$ cat src/hdl/secu_pkg.sv
// ---------------------------------------------------------------------------
// secu_pkg
// Shared types and constants of the segment endpoint clustering unit.
// ---------------------------------------------------------------------------
`default_nettype none

package secu_pkg;

  // Default parameter values
  localparam int unsigned MAX_CLUSTERS_DEF = 256;
  localparam int unsigned COORD_BITS_DEF   = 16;

  // Fixed field widths
  localparam int unsigned FIELD_W  = 16;
  localparam int unsigned LIMIT_W  = 32;
  localparam int unsigned CNT_W    = 10;
  localparam int unsigned IDXOUT_W = 8;

  localparam logic [CNT_W-1:0]   MEMBER_CAP  = 10'd512;
  localparam logic [LIMIT_W-1:0] LIMIT_RESET = 32'd256;

  typedef logic [LIMIT_W-1:0] limit_t;

  // One segment beat
  typedef struct packed {
    logic [FIELD_W-1:0] end_a_x;
    logic [FIELD_W-1:0] end_a_y;
    logic [FIELD_W-1:0] end_b_x;
    logic [FIELD_W-1:0] end_b_y;
    logic               removed;
  } seg_t;

  // One result beat
  typedef struct packed {
    logic [IDXOUT_W-1:0] cluster_index;
    logic                opened_new;
    logic [CNT_W-1:0]    member_total;
    logic                table_full;
    logic                last;
  } res_t;

endpackage

`default_nettype wire

$ cat src/hdl/secu_dist.sv
// ---------------------------------------------------------------------------
// secu_dist
// Squared distance of a point to a representative, compared to the limit.
// ---------------------------------------------------------------------------
`default_nettype none

module secu_dist #(
  parameter int unsigned COORD_BITS = 16
) (
  input  logic                  clk_i,
  input  logic [COORD_BITS-1:0] pt_x_i,
  input  logic [COORD_BITS-1:0] pt_y_i,
  input  logic [COORD_BITS-1:0] rep_x_i,
  input  logic [COORD_BITS-1:0] rep_y_i,
  input  secu_pkg::limit_t      limit_i,
  output logic                  hit_o
);
  import secu_pkg::*;

  localparam int unsigned SQ_W  = 2 * COORD_BITS;
  localparam int unsigned SUM_W = SQ_W + 1;
  localparam int unsigned CMP_W = (SUM_W > LIMIT_W) ? SUM_W : LIMIT_W;

  logic [COORD_BITS-1:0] dx, dy;
  logic [SQ_W-1:0]       sq_x_q, sq_y_q;
  logic [SUM_W-1:0]      sum;

  // Absolute differences
  assign dx = (pt_x_i > rep_x_i) ? (pt_x_i - rep_x_i) : (rep_x_i - pt_x_i);
  assign dy = (pt_y_i > rep_y_i) ? (pt_y_i - rep_y_i) : (rep_y_i - pt_y_i);

  // Square and register the products
  always_ff @(posedge clk_i) begin
    sq_x_q <= SQ_W'(dx) * SQ_W'(dx);
    sq_y_q <= SQ_W'(dy) * SQ_W'(dy);
  end

  // Full-width sum never wraps, so no saturation is needed
  assign sum   = SUM_W'(sq_x_q) + SUM_W'(sq_y_q);
  assign hit_o = CMP_W'(sum) < CMP_W'(limit_i);

endmodule

`default_nettype wire

$ cat config.mk
export PLATFORM = sky130hd
export DESIGN_NAME = secu_dist
export DESIGN_NICKNAME = d
export VERILOG_FILES = /design/src/hdl/secu_pkg.sv /design/src/hdl/secu_dist.sv
export SDC_FILE = /design/constraint.sdc
export NUM_CORES = 1
export LEC_CHECK = 0
export BUFFER_PORTS_ARGS = -buffer_cell sky130_fd_sc_hd__buf_2
export CAP_MARGIN = 10
export CORE_ASPECT_RATIO = 1.4
export CORE_MARGIN = 2
export CORE_UTILIZATION = 66
export DETAILED_ROUTE_END_ITERATION = 8
export HOLD_SLACK_MARGIN = 0.15
export PLACE_DENSITY = 0.92
export RECOVER_POWER = 25
export SKIP_LAST_GASP = 1
export SLEW_MARGIN = 20
export SYNTH_ARGS = -nofsm -noshare
export SYNTH_HDL_FRONTEND = slang
export SYNTH_SLANG_ARGS = --single-unit
$ cat constraint.sdc
create_clock -name clk_i -period 10.6 [get_ports clk_i]
set_input_delay 1.06 -clock clk_i [delete_from_list [all_inputs] [get_ports clk_i]]
set_output_delay 1.06 -clock clk_i [all_outputs]
set_load 0.03 [all_outputs]
After elaboration in Yosys (flattened, before gate mapping)
Cells that the tools add are included.
{"block": "word_totals", "reg_bits": 64, "input_bits": 97}
{"block": "classes", "add_sub_neg": 5, "mul": 2, "magnitude_cmp": 3, "mux": 2}
{"cell": "$mul 16x16->32", "count": 2}
{"cell": "$sub 16x16->16", "count": 4}
{"cell": "$add 32x32->33", "count": 1}
{"cell": "$lt 33x32->1", "count": 1}
{"cell": "$gt 16x16->1", "count": 2}
{"cell": "$mux 16", "count": 2}

Depth between registers and ports, before layout
{"block": "logic_depth", "ltp_word": 3, "mapped_depth": 39}

Worst setup path before layout
No wires, ideal clock.
{"block": "synth_path", "path_type": "input -> register", "start": "input pt_y_i[0]", "end": "register sq_y_q[28]", "arrival_ns": 9.162, "t_required_ns": 10.528, "slack_ns": 1.366, "cell_stages": 35, "path_buffers": 3, "path_cell_list": "inv_1 ha_1 inv_1 fa_1 a21o_1 a221oi_2 a221oi_1 o31ai_4 buf_4 mux2i_1 a21oi_1 o221ai_1 xor2_1 buf_2 nand2_1 fa_1 fa_1 inv_1 fa_1 fa_1 fa_1 inv_1 fa_1 inv_1 ha_1 clkbuf_1 a21o_1 a21oi_1 o21bai_1 a311o_1 a311oi_1 o21ai_0 a21o_1 a21oi_1 xnor2_1"}
{"block": "synth_between", "elab_chain_len": 3}
{"item": "from (decl)", "line_no": "secu_dist.sv:12", "rtl": "input logic [COORD_BITS-1:0] pt_y_i,"}
{"item": "$sub 16x16->16 / $gt 16x16->1 (equally long branches)", "line_no": "secu_dist.sv:30", "rtl": "assign dy = (pt_y_i > rep_y_i) ? (pt_y_i - rep_y_i) : (rep_y_i - pt_y_i);"}
{"item": "$mux 16 *", "line_no": "secu_dist.sv:30"}
{"item": "$mul 16x16->32 *", "line_no": "secu_dist.sv:35", "rtl": "sq_y_q <= SQ_W'(dy) * SQ_W'(dy);"}
{"item": "to (signal assigned)", "line_no": "secu_dist.sv:35"}
{"item": "to (decl)", "line_no": "secu_dist.sv:25", "rtl": "logic [SQ_W-1:0] sq_x_q, sq_y_q;"}
Mark *: on every way between the ends. The rest lies on a longest branch, timed or not.

Final worst setup path
{"block": "layout_path", "start": "input pt_x_i[8]", "end": "register sq_x_q[31]"}
{"block": "layout_between", "elab_chain_len": 3}
{"item": "from (decl)", "line_no": "secu_dist.sv:11", "rtl": "input logic [COORD_BITS-1:0] pt_x_i,"}
{"item": "$sub 16x16->16 / $gt 16x16->1 (equally long branches)", "line_no": "secu_dist.sv:29", "rtl": "assign dx = (pt_x_i > rep_x_i) ? (pt_x_i - rep_x_i) : (rep_x_i - pt_x_i);"}
{"item": "$mux 16 *", "line_no": "secu_dist.sv:29"}
{"item": "$mul 16x16->32 *", "line_no": "secu_dist.sv:34", "rtl": "sq_x_q <= SQ_W'(dx) * SQ_W'(dx);"}
{"item": "to (signal assigned)", "line_no": "secu_dist.sv:34"}
{"item": "to (decl)", "line_no": "secu_dist.sv:25"}
Marks and branches as above.

==> results.txt <==
Synth cell types -> 84
Worst Setup End Kind -> flip-flop
clk sink count -> 62
max-slew headroom at the worst pin -> 31.7%
worst path required time -> 10.83 ns
crit-path max FO -> 13
CTS resizes -> 0
fin. max-slew vios -> 0
diode count -> 0
# hold bufs at CTS -> 0
total global-route track usage -> 33.2%
ANT nets after route -> 0
number of global-route vias before repair -> 19200
largest cells by area after synthesis -> fa_1, ha_1, inv_1, dfxtp_1, nor2_1
post-DP HPWL -> 45400 µm
depth of the worst hold-timing path -> 5
Most common cell on crit path -> fa_1
H-tree depth -> 3
hold_sp -> rep_x_i[1]
post-synthesis sequential area ratio -> 5.98%
minimum clock period -> 10.19 ns
EDFF count, synth -> 0
Fmax achieved -> 0.0981 GHz
CTS tree -> built
Synth Register Bits -> 62
number of max-cap violations -> 0
I/O Pins -> 98
DR WL/cell -> 18.3 µm
CP max stage cell -> xor2_1
Netlist Area Pre-Place -> 20800 µm²
Hold Path Class -> primary input to flip-flop
first-pass GRT wire length -> 88100 µm
vias per cell -> 5.95
final hold violations -> 0
Setup CP Type -> primary input to flip-flop
row count -> 76
Die Area -> 32900 µm²
Layout area overhead -> 5.93%
syn_nets -> 3205
routability cong. -> 1.06
Initial Util -> 67.2%
crit-path max cell delay -> 0.76 ns
fin nets -> 3288
most frequent cells in the layout -> inv_1, fa_1, ha_1, nor2_1, nand2_1
largest net degree at the start of global routing -> 23
core area -> 30900 µm²
First DRT Iteration DRCs -> 978
crit path DAT -> 10.42 ns
clock transition at the registers of the reported paths -> 0.06 ns
post-synth top area cell -> fa_1
IO Port Bufs -> 97
layout cell share with drive strength beyond 1 -> 7.46%
Synth top area share -> 31.6%
Longest Clk Path Bufs -> 2
grt total ovfl -> 0
setup violators final -> 0
Top FF cell, synth -> dfxtp_1
synthesized area per cell -> 8.45 µm²
Setup Total Neg Slack -> 0 ns
DR vias -> 17500
RSZ-0062 raised after global routing -> false
worst hold endpoint -> sq_x_q[2]
Post-Synthesis Cells -> 2459
antenna violations before repair -> 0
synth warn -> 0
DR pass1 iterations -> 8
critical path startpoint category -> primary input
Post-CTS Setup Repair Bufs -> 0
CTS root buf -> clkbuf_16
commonest non-fill, non-tap cell in the layout -> inv_1
Post-Route WL -> 53700 µm
Die Y -> 214 µm
Least-Margin Pin Slew -> 1.02 ns
TritonCTS Buffers -> 9
status -> finished, final reports clean
Chip Width -> 154 µm
ys async rst share -> 0%
crit share post-route -> 96.1%
drc violations -> 0
-- state kept, by name (all words and copies together) (netlist names) --
register  cells
sq_y_q       31
sq_x_q       31
-- logic make-up (layout without fill, tap and decap cells) --
| kind of cell | Yosys count | in the layout | share of synthesized area [%] |
|---|---|---|---|
| fa+ha+maj | 649 | 649 | 51.0 |
| buf+inv | 638 | 726 | 11.8 |
| simple gates | 574 | 574 | 12.3 |
| compound gates | 395 | 395 | 12.5 |
| xor+xnor | 126 | 126 | 5.66 |
| flops | 62 | 62 | 5.98 |
| mux | 15 | 15 | 0.765 |
-- synthesized netlist by cell type (3+ instances only) --
| library cell | number |
|---|---|
| o21a_1 | 26 |
| mux2i_1 | 11 |
| and3_1 | 14 |
| a2111oi_0 | 5 |
| nand4_1 | 16 |
| xnor2_2 | 3 |
| mux2_2 | 3 |
| buf_2 | 15 |
| clkinv_1 | 3 |
| nor3_1 | 29 |
| o211ai_1 | 9 |
| inv_2 | 8 |
| nor2_1 | 217 |
| a31o_2 | 4 |
| dfxtp_1 | 62 |
| xor2_2 | 4 |
| nand2_1 | 190 |
| fa_1 | 328 |
| o32ai_1 | 3 |
| xor2_1 | 43 |
| xnor2_1 | 75 |
| a211o_1 | 4 |
| clkbuf_1 | 38 |
| a211oi_1 | 16 |
| and2_1 | 5 |
| or3_1 | 3 |
| buf_4 | 4 |
| a221oi_1 | 8 |
| a31oi_1 | 18 |
| inv_1 | 565 |
| nor2b_1 | 19 |
| a41o_1 | 5 |
| o31ai_1 | 10 |
| a21o_1 | 52 |
| ha_1 | 321 |
| a311oi_1 | 5 |
| o21ai_0 | 72 |
| or2_2 | 5 |
| o21bai_1 | 8 |
| o22ai_1 | 3 |
| nand2b_1 | 29 |
| nand3_1 | 28 |
| a21oi_1 | 120 |
| buf_6 | 3 |
-- stage by stage --
| step | worst slack (ns) | hold slack [ns] | utilization (%) | cell area (µm²) | cells |
|---|---|---|---|---|---|
| 3_3_place_gp | 0.349 | 1.77 | 70.3 | 21700 | 2921 |
| 2_1_floorplan | 1.37 | 1.54 | - | 20800 | 2459 |
| 6_report | 0.409 | 1.61 | 71.2 | 22000 | 2937 |
| 5_1_grt | 0.0484 | 1.66 | 71.2 | 22000 | 2937 |
| 4_1_cts | 0.517 | 1.41 | 71.2 | 22000 | 2937 |
| 3_5_place_dp | 0.174 | 1.77 | 70.3 | 21700 | 2921 |
-- final cells by class --
| type | count | area [µm²] |
|---|---|---|
| Tap cell | 390 | 488 |
| Sequential cell | 62 | 1240 |
| Inverter | 577 | 2170 |
| Clock inverter | 6 | 61.3 |
| Clock buffer | 10 | 229 |
| Multi-Input combinational cell | 1759 | 17100 |
| Fill cell | 2173 | 8900 |
| Timing Repair Buffer | 133 | 743 |
-- per-layer routing --
metal / track usage, % / vias to the layer above / part of all wire [%]
met2: 62.9 / 781 / 53
met5: 0 / - / 0
li1: - / 7958 / -
met4: 25.9 / 0 / 9.1
met1: 32.9 / 8422 / 33
met3: 3.01 / 313 / 4.9
-- worst max-delay path: cells and delay by family --
family / cells / cell delay (ns)
fa+ha+maj: 8 / 3.92
simple gates: 7 / 1.99
compound gates: 9 / 1.98
xor+xnor: 2 / 0.88
buf+inv: 6 / 0.61
-- worst max path at each step --
stage	from	endpoint	slack, ns	cells after the start
after floorplan	pt_y_i[0]	sq_y_q[28]	1.37	35
after global placement	pt_y_i[0]	sq_y_q[28]	0.35	32
after detailed placement	pt_y_i[0]	sq_y_q[28]	0.17	32
after CTS	pt_y_i[0]	sq_y_q[28]	0.52	32
after global routing	pt_x_i[8]	sq_x_q[28]	0.05	31
final	pt_x_i[8]	sq_x_q[31]	0.41	32
Power is left out: the tool's default activity adds up to more than one toggle a clock period on the data nets, which glitch-free logic cannot reach.
